File: src/iireqt_pkg.sv
// Package for the equal-tap IIR filter: sizes, register indexes and the sequencer
// state type. Used by iir_equal_tap_filter_unit. Depends on nothing else.
`default_nettype none

package iireqt_pkg;

   // Filter length: one current-sample term plus TAPS-1 delays on each side.
   localparam int TAPS       = 8;
   localparam bit HAS_HIST   = (TAPS > 1);
   localparam int HIST_D     = (TAPS > 1) ? TAPS - 1 : 1;

   localparam int SAMPLE_W   = 16;
   localparam int GAIN_W     = 16;
   localparam int PROD_W     = SAMPLE_W + GAIN_W;

   // Terms per output: current sample, TAPS-1 inputs, TAPS-1 outputs.
   localparam int TERMS      = 2 * TAPS - 1;
   localparam int STEP_W     = $clog2(TERMS + 1);
   localparam int ACC_W      = PROD_W + $clog2(2 * TAPS);

   // Q2.30 -> Q1.15: add half an LSB, then drop 15 bits.
   localparam int FRAC_SHIFT = 15;
   localparam int ROUND_HALF = 1 << (FRAC_SHIFT - 1);

   localparam int CSR_INDEX_W = 8;
   localparam logic [CSR_INDEX_W-1:0] REG_FORWARD_GAIN  = CSR_INDEX_W'(0);
   localparam logic [CSR_INDEX_W-1:0] REG_FEEDBACK_GAIN = CSR_INDEX_W'(1);

   localparam logic signed [GAIN_W-1:0] FORWARD_GAIN_RST  = GAIN_W'(3277);
   localparam logic signed [GAIN_W-1:0] FEEDBACK_GAIN_RST = GAIN_W'(16384);

   typedef enum logic [2:0] {
      ST_IDLE   = 3'b001,
      ST_MAC    = 3'b010,
      ST_FINISH = 3'b100
   } state_type;

endpackage

`default_nettype wire

File: src/iir_equal_tap_filter_unit.sv
// Top level of the equal-tap direct-form-I IIR filter: sequencer, shared MAC,
// history shift lines and configuration registers. Depends on iireqt_pkg.
`default_nettype none

//  channel   direction  handshake                payload
//  req_*     in         req_valid / req_ready    sample_in (s16 Q1.15), first
//  rsp_*     out        rsp_valid / rsp_ready    sample_out (s16 Q1.15), clipped
//  csr_*     in         csr_valid / csr_ready    index (0 fwd gain, 1 fb gain), data
//
//  A sample is taken in the idle state, then its 2*TAPS-1 terms pass one by one
//  through the single 16x16 multiply-accumulate, and the finish state rounds,
//  saturates and retires it. The MAC sets the rate; no new sample is taken until the last one retires.
//  Reset clears the gains to their defaults, both histories and the result flag.
//  A pending result stalls only the retire step; req_ready drops while busy.

module iir_equal_tap_filter_unit
   import iireqt_pkg::*;
(
   input  wire logic                          clock,
   input  wire logic                          reset,

   input  wire logic                          req_valid,
   output      logic                          req_ready,
   input  wire logic signed [SAMPLE_W-1:0]    req_sample_in,
   input  wire logic                          req_first,

   output      logic                          rsp_valid,
   input  wire logic                          rsp_ready,
   output      logic signed [SAMPLE_W-1:0]    rsp_sample_out,
   output      logic                          rsp_clipped,

   input  wire logic                          csr_valid,
   output      logic                          csr_ready,
   input  wire logic [CSR_INDEX_W-1:0]        csr_index,
   input  wire logic [GAIN_W-1:0]             csr_data
);

   localparam int RND_W = ACC_W + 1;
   localparam int TOP_W = RND_W - (FRAC_SHIFT + SAMPLE_W - 1);

   state_type                     state_ff, state_in;
   logic [STEP_W-1:0]             step_ff, step_in;
   logic signed [ACC_W-1:0]       acc_ff, acc_in;
   logic signed [SAMPLE_W-1:0]    x_ff, x_in;
   logic signed [SAMPLE_W-1:0]    in_hist_ff  [HIST_D];
   logic signed [SAMPLE_W-1:0]    in_hist_in  [HIST_D];
   logic signed [SAMPLE_W-1:0]    out_hist_ff [HIST_D];
   logic signed [SAMPLE_W-1:0]    out_hist_in [HIST_D];
   logic signed [GAIN_W-1:0]      fwd_gain_ff, fb_gain_ff;
   logic signed [SAMPLE_W-1:0]    rsp_sample_ff, rsp_sample_in;
   logic                          rsp_clipped_ff, rsp_clipped_in;
   logic                          rsp_valid_ff, rsp_valid_in;

   logic                          req_fire;
   logic                          is_fb;
   logic                          last_step;
   logic                          retire;
   logic signed [GAIN_W-1:0]      mul_a;
   logic signed [SAMPLE_W-1:0]    mul_b;
   logic signed [PROD_W-1:0]      prod;
   logic signed [RND_W-1:0]       rnd_sum;
   logic [TOP_W-1:0]              rnd_top;
   logic                          in_range;
   logic signed [SAMPLE_W-1:0]    y_sat;

   assign req_ready = (state_ff == ST_IDLE);
   assign req_fire  = req_valid && req_ready;
   assign csr_ready = 1'b1;

   assign rsp_valid      = rsp_valid_ff;
   assign rsp_sample_out = rsp_sample_ff;
   assign rsp_clipped    = rsp_clipped_ff;

   // Step 0 is the current sample, then TAPS-1 input delays, then TAPS-1 output delays.
   assign is_fb     = (step_ff >= STEP_W'(TAPS));
   assign last_step = (step_ff == STEP_W'(TERMS - 1));
   assign retire    = (state_ff == ST_FINISH) && (!rsp_valid_ff || rsp_ready);

   // Shared MAC: the head of each history line is always the next term.
   assign mul_a = is_fb ? fb_gain_ff : fwd_gain_ff;
   always_comb begin
      priority if (step_ff == '0) begin
         mul_b = x_ff;
      end else if (is_fb) begin
         mul_b = out_hist_ff[0];
      end else begin
         mul_b = in_hist_ff[0];
      end
   end
   assign prod = mul_a * mul_b;

   // Round half up and saturate: in range when the bits above the sign agree.
   assign rnd_sum  = RND_W'(acc_ff) + RND_W'(ROUND_HALF);
   assign rnd_top  = rnd_sum[RND_W-1:FRAC_SHIFT+SAMPLE_W-1];
   assign in_range = (rnd_top == '0) || (rnd_top == '1);
   always_comb begin
      priority if (in_range) begin
         y_sat = rnd_sum[FRAC_SHIFT+SAMPLE_W-1:FRAC_SHIFT];
      end else if (rnd_sum[RND_W-1]) begin
         y_sat = {1'b1, {(SAMPLE_W-1){1'b0}}};
      end else begin
         y_sat = {1'b0, {(SAMPLE_W-1){1'b1}}};
      end
   end

   // Sequencer, accumulator and result register.
   always_comb begin
      state_in       = state_ff;
      step_in        = step_ff;
      acc_in         = acc_ff;
      x_in           = x_ff;
      rsp_sample_in  = rsp_sample_ff;
      rsp_clipped_in = rsp_clipped_ff;
      rsp_valid_in   = rsp_valid_ff && !rsp_ready;

      unique case (state_ff)
         ST_IDLE: begin
            if (req_fire) begin
               x_in     = req_sample_in;
               acc_in   = '0;
               step_in  = '0;
               state_in = ST_MAC;
            end
         end
         ST_MAC: begin
            acc_in  = is_fb ? acc_ff - ACC_W'(prod) : acc_ff + ACC_W'(prod);
            step_in = step_ff + STEP_W'(1);
            if (last_step) begin
               state_in = ST_FINISH;
            end
         end
         ST_FINISH: begin
            if (retire) begin
               rsp_sample_in  = y_sat;
               rsp_clipped_in = !in_range;
               rsp_valid_in   = 1'b1;
               state_in       = ST_IDLE;
            end
         end
         default: begin
            state_in = ST_IDLE;
         end
      endcase
   end

   // History lines: cleared on a first sample, rotated once per term during the
   // MAC so they end in their original order, shifted on retire.
   always_comb begin
      in_hist_in  = in_hist_ff;
      out_hist_in = out_hist_ff;
      if (req_fire && req_first) begin
         for (int i = 0; i < HIST_D; i++) begin
            in_hist_in[i]  = '0;
            out_hist_in[i] = '0;
         end
      end else if (HAS_HIST && state_ff == ST_MAC && step_ff != '0) begin
         if (is_fb) begin
            for (int i = 0; i < HIST_D - 1; i++) begin
               out_hist_in[i] = out_hist_ff[i+1];
            end
            out_hist_in[HIST_D-1] = out_hist_ff[0];
         end else begin
            for (int i = 0; i < HIST_D - 1; i++) begin
               in_hist_in[i] = in_hist_ff[i+1];
            end
            in_hist_in[HIST_D-1] = in_hist_ff[0];
         end
      end else if (HAS_HIST && retire) begin
         for (int i = 1; i < HIST_D; i++) begin
            in_hist_in[i]  = in_hist_ff[i-1];
            out_hist_in[i] = out_hist_ff[i-1];
         end
         in_hist_in[0]  = x_ff;
         out_hist_in[0] = y_sat;
      end
   end

   always_ff @(posedge clock) begin
      if (reset) begin
         state_ff     <= ST_IDLE;
         step_ff      <= '0;
         rsp_valid_ff <= 1'b0;
         fwd_gain_ff  <= FORWARD_GAIN_RST;
         fb_gain_ff   <= FEEDBACK_GAIN_RST;
         for (int i = 0; i < HIST_D; i++) begin
            in_hist_ff[i]  <= '0;
            out_hist_ff[i] <= '0;
         end
      end else begin
         state_ff     <= state_in;
         step_ff      <= step_in;
         rsp_valid_ff <= rsp_valid_in;
         in_hist_ff   <= in_hist_in;
         out_hist_ff  <= out_hist_in;
         if (csr_valid && csr_ready) begin
            if (csr_index == REG_FORWARD_GAIN) begin
               fwd_gain_ff <= csr_data;
            end else if (csr_index == REG_FEEDBACK_GAIN) begin
               fb_gain_ff <= csr_data;
            end
         end
      end
   end

   // Payload registers, no reset needed.
   always_ff @(posedge clock) begin
      acc_ff         <= acc_in;
      x_ff           <= x_in;
      rsp_sample_ff  <= rsp_sample_in;
      rsp_clipped_ff <= rsp_clipped_in;
   end

endmodule

`default_nettype wire
File: config.mk
export PLATFORM = sky130hd
export DESIGN_NAME = iir_equal_tap_filter_unit
export DESIGN_NICKNAME = d
export VERILOG_FILES = /design/src/iireqt_pkg.sv /design/src/iir_equal_tap_filter_unit.sv
export SDC_FILE = /design/constraint.sdc
export NUM_CORES = 2
export LEC_CHECK = 0
export ABC_AREA = 0
export BUFFER_PORTS_ARGS = -buffer_cell sky130_fd_sc_hd__buf_2
export CORE_ASPECT_RATIO = 0.9
export CORE_MARGIN = 1.5
export CORE_UTILIZATION = 40
export DETAILED_ROUTE_END_ITERATION = 12
export PLACE_DENSITY_LB_ADDON = 0.1
export SKIP_LAST_GASP = 1
export SLEW_MARGIN = 10
export SYNTH_ARGS = -nofsm -noshare
export SYNTH_HDL_FRONTEND = slang
export SYNTH_SLANG_ARGS = --single-unit
File: constraint.sdc
create_clock -name clock -period 22.8 [get_ports clock]
set_input_delay 1.14 -clock clock [delete_from_list [all_inputs] [get_ports clock]]
set_output_delay 1.14 -clock clock [all_outputs]
set_load 0.01 [all_outputs]
==> metrics.txt <==
# TYPE chip_impl_metric gauge
chip_impl_info{name="outcome",value="complete, no violations"} 1
chip_impl_metric{name="ys_seq_elements",unit=""} 333
chip_impl_metric{name="number_of_flops_mapped_to_enable_cells_by_yosys",unit=""} 69
chip_impl_info{name="worstReg2RegStart",value="step_ff[3]"} 1
chip_impl_metric{name="routed_wirelength_normalized_by_instance_count",unit="um"} 17.9
chip_impl_info{name="cts_tree",value="built"} 1
chip_impl_metric{name="worst_clock_skew",unit="ps"} 26.1
chip_impl_info{name="holdCritPathClass",value="flop to flop"} 1
chip_impl_info{name="worst_r2r_endpoint",value="acc_ff[35]"} 1
chip_impl_metric{name="grt_pass1_wl",unit="um"} 122000
chip_impl_metric{name="detail-route-antenna-nets",unit=""} 0
chip_impl_info{name="worst_hold_startpoint",value="fb_gain_ff[14]"} 1
chip_impl_metric{name="die_height",unit="um"} 250
chip_impl_metric{name="total_nets_after_synthesis",unit=""} 3816
chip_impl_info{name="hold_path_end",value="fb_gain_ff[14]"} 1
chip_impl_metric{name="insertion_delay",unit="ps"} 570
chip_impl_metric{name="tightest_slew",unit="ps"} 1130
chip_impl_info{name="critical_path.slowest_cell",value="sky130_fd_sc_hd__mux2i_1"} 1
chip_impl_metric{name="hold_viol_final",unit=""} 0
chip_impl_metric{name="worst_path_largest_cell_delay",unit="ps"} 990
chip_impl_metric{name="asyncSetResetFlopFracSynth",unit="%"} 0
chip_impl_metric{name="initial_antenna_violation_count",unit=""} 1
chip_impl_metric{name="route.vias.total",unit=""} 22575
chip_impl_metric{name="grt_start_max_net_pins",unit=""} 211
chip_impl_metric{name="ff2ff_setup_slack",unit="ps"} 11590
chip_impl_metric{name="drt-pass1-iter-count",unit=""} 5
chip_impl_metric{name="htreeDepth",unit=""} 2
chip_impl_metric{name="ys_types",unit=""} 79
chip_impl_metric{name="vias_in_the_first_global_route",unit=""} 21800
chip_impl_metric{name="cts.repair_timing.setup_buffer_count",unit=""} 0
chip_impl_metric{name="synth_area",unit="um2"} 27100
chip_impl_metric{name="clock_transition_at_path_regs",unit="ps"} 60
chip_impl_metric{name="worst_ep_required_time",unit="ps"} 23230
chip_impl_metric{name="finalNetCount",unit=""} 3774
chip_impl_info{name="clock_tree.root_cell",value="sky130_fd_sc_hd__clkbuf_16"} 1
chip_impl_info{name="criticalPathCategory",value="flop to flop"} 1
chip_impl_info{name="critical_path.startpoint_type",value="flop"} 1
chip_impl_info{name="timing.critical_path.mode_cell",value="sky130_fd_sc_hd__fa_1"} 1
chip_impl_metric{name="cts_bufs_inserted",unit=""} 40
chip_impl_metric{name="floorplan.die.width",unit="um"} 278
chip_impl_metric{name="initial_core_utilization",unit="%"} 40.4
chip_impl_metric{name="number_of_cells_traversed_by_the_worst_hold_path",unit=""} 1
chip_impl_metric{name="clock_period_minus_worst_slack",unit="ps"} 11210
chip_impl_metric{name="totalNegativeSetupSlack",unit="ps"} 0
chip_impl_metric{name="grt_overflow_total",unit=""} 0
chip_impl_metric{name="synthCells",unit=""} 3385
chip_impl_metric{name="coreArea",unit="um2"} 67100
chip_impl_metric{name="max_cap_viols",unit=""} 0
chip_impl_metric{name="grt.total_usage",unit="%"} 21.9
chip_impl_metric{name="fraction_of_final_layout_cells_with_drive_strength_greater_than_1",unit="%"} 6.23
chip_impl_metric{name="timing.reg2reg.worst_path_depth",unit=""} 35
chip_impl_metric{name="timing_max_transition_violations_final",unit=""} 0
chip_impl_metric{name="hpwl",unit="um"} 56600
chip_impl_metric{name="numClockSinks",unit=""} 333
chip_impl_info{name="synth_area_leader_cell",value="sky130_fd_sc_hd__dfxtp_1"} 1
chip_impl_info{name="ys_dominant_reg_cell",value="sky130_fd_sc_hd__dfxtp_1"} 1
chip_impl_metric{name="max_freq",unit="GHz"} 0.0892
chip_impl_metric{name="fill_cells",unit=""} 6753
chip_impl_metric{name="crit_fanout",unit=""} 46
chip_impl_metric{name="setup_violation_total_in_the_final_timing_report",unit=""} 0
chip_impl_metric{name="drtIter0Drc",unit=""} 1829
chip_impl_metric{name="drc_violations_left",unit=""} 0
chip_impl_metric{name="max-slew-margin-rel",unit="%"} 22.5
chip_impl_metric{name="area_growth_syn_to_layout",unit="%"} 8.74
chip_impl_metric{name="synth_largest_type_area_fraction",unit="%"} 19.5
chip_impl_metric{name="port-buffer-count",unit=""} 64
chip_impl_metric{name="clock_tree.buffer_depth",unit=""} 3
chip_impl_metric{name="ctsHoldBuffers",unit=""} 0
chip_impl_metric{name="route.detailed.vias_per_inst",unit=""} 5.32
chip_impl_metric{name="layout.core_utilization",unit="%"} 44.0
chip_impl_metric{name="num_antenna_cells",unit=""} 0
chip_impl_metric{name="cts_resized",unit=""} 0
chip_impl_metric{name="floorplan.rows",unit=""} 90
chip_impl_metric{name="gp_routability_congestion",unit=""} 0.902
chip_impl_metric{name="ioPinCount",unit=""} 66
chip_impl_metric{name="ratio_of_final_minimum_period_to_clock_period",unit="%"} 49.2
chip_impl_info{name="synth_area_leaders",value="sky130_fd_sc_hd__dfxtp_1 19%, sky130_fd_sc_hd__fa_1 19%, sky130_fd_sc_hd__nand2_1 8.2%"} 1
chip_impl_metric{name="detail_route.wirelength",unit="um"} 75900
chip_impl_metric{name="timing.critical_path.arrival",unit="ps"} 11640
chip_impl_info{name="critical_path.endpoint_type",value="flop"} 1
chip_impl_metric{name="synth.avg_cell_area",unit="um2"} 8.02
chip_impl_info{name="grt_setup_unrepaired",value="no"} 1
chip_impl_metric{name="yosysSeqAreaShare",unit="%"} 27.1
chip_impl_metric{name="die-area",unit="um2"} 69400
chip_impl_metric{name="synth_warnings",unit=""} 0
worst max path at each step:
stage	startpoint	end
floorplan	step_ff[0]	acc_ff[35]
global placement	step_ff[3]	acc_ff[35]
detailed placement	step_ff[3]	acc_ff[35]
CTS	step_ff[3]	acc_ff[35]
global route	step_ff[3]	acc_ff[28]
finish	step_ff[3]	acc_ff[35]
synthesized netlist by cell type, types with 8 or more instances:
cell type and instances:
sky130_fd_sc_hd__nand2_1 596, sky130_fd_sc_hd__nor2_1 458, sky130_fd_sc_hd__inv_1 321, sky130_fd_sc_hd__dfxtp_1 264
sky130_fd_sc_hd__fa_1 263, sky130_fd_sc_hd__o21ai_0 257, sky130_fd_sc_hd__nand3_1 237, sky130_fd_sc_hd__clkbuf_1 155
sky130_fd_sc_hd__ha_1 122, sky130_fd_sc_hd__a21oi_1 118, sky130_fd_sc_hd__edfxtp_1 69, sky130_fd_sc_hd__mux2i_1 58
sky130_fd_sc_hd__xnor2_1 57, sky130_fd_sc_hd__xor2_1 46, sky130_fd_sc_hd__a21o_1 34, sky130_fd_sc_hd__nand2b_1 24
sky130_fd_sc_hd__o211ai_1 22, sky130_fd_sc_hd__nor3_1 21, sky130_fd_sc_hd__buf_1 18, sky130_fd_sc_hd__and2_1 16
sky130_fd_sc_hd__nor2b_1 16, sky130_fd_sc_hd__and3_1 13, sky130_fd_sc_hd__o31ai_1 12, sky130_fd_sc_hd__or2_2 12
sky130_fd_sc_hd__a211o_1 11, sky130_fd_sc_hd__a31oi_1 11, sky130_fd_sc_hd__mux2_2 11, sky130_fd_sc_hd__a211oi_1 10
sky130_fd_sc_hd__nand4_1 9, sky130_fd_sc_hd__o21a_1 9, sky130_fd_sc_hd__and4_1 8, sky130_fd_sc_hd__nor3b_1 8
sky130_fd_sc_hd__o21bai_1 8
layout by cell type, fill, tap and decap left out, drive strengths merged, types with 69 or more instances in the layout:
cell    Yosys  final
nor2      458    458
o21ai     261    261
nand2     596    596
fa        263    263
dfxtp     264    264
a21oi     119    119
ha        122    122
edfxtp     69     69
nand3     237    237
inv       321    322
buf        27     98
cell families after synthesis:
logic type / share of synthesized area (%)
xor gates and xnor gates: 3.38
adders and majority gates: 25.0
buffers and inverters: 7.03
AOI/OAI and AO/OA: 11.9
other: 0.0138
muxes: 2.84
DFF: 27.1
and+or+nand+nor: 22.7
metal layers:
layer	wire length, um	GRT usage (%)	vias up
met4	1460	4.87	0
met1	35700	31.6	11059
li1	-	-	10955
met2	35300	35.2	484
met3	3470	2.55	77
met5	0	0	-
worst max-delay path: cells and delay by family, from the launching register on:
| family | cells | cell delay, ps |
|---|---|---|
| fa+ha+maj | 8 | 3850 |
| compound gates | 14 | 2900 |
| simple gates | 5 | 1190 |
| mux | 1 | 990 |
| buf+inv | 5 | 860 |
| flops | 1 | 690 |
| xor+xnor | 2 | 440 |
sequential cells by signal, indices dropped and copies added, names as in the netlist:
register        cells
in_hist_ff        112
out_hist_ff       112
acc_ff             36
fb_gain_ff         16
fwd_gain_ff        16
rsp_sample_out     16
x_ff               16
step_ff             4
state_ff            3
rsp_clipped         1
rsp_valid           1
area by class of cell:
| class | instances | area [um2] | area share (%) |
|---|---|---|---|
| well taps | 874 | 1090 | 3.70 |
| repair buffers | 98 | 588 | 1.99 |
| clock inverters | 9 | 153 | 0.517 |
| flip-flops and latches | 333 | 7360 | 24.9 |
| clock buffers | 62 | 1180 | 4.01 |
| multi-input cells | 2549 | 17900 | 60.8 |
| inverters | 321 | 1200 | 4.08 |
per-stage QoR:
stage / setup slack [ps] / area, um2 / hold WS (ps) / cells
final: 11590 / 29500 / 490 / 4246
after floorplan: 13240 / 27100 / 452 / 3385
after CTS: 11650 / 29500 / 495 / 4246
after global routing: 10990 / 29500 / 502 / 4246
after detailed placement: 11710 / 28200 / 481 / 4175
after global placement: 11850 / 28200 / 482 / 4175
Power is not shown: default switching activity piles up to over one toggle a cycle in this logic, so the estimate is an artifact.
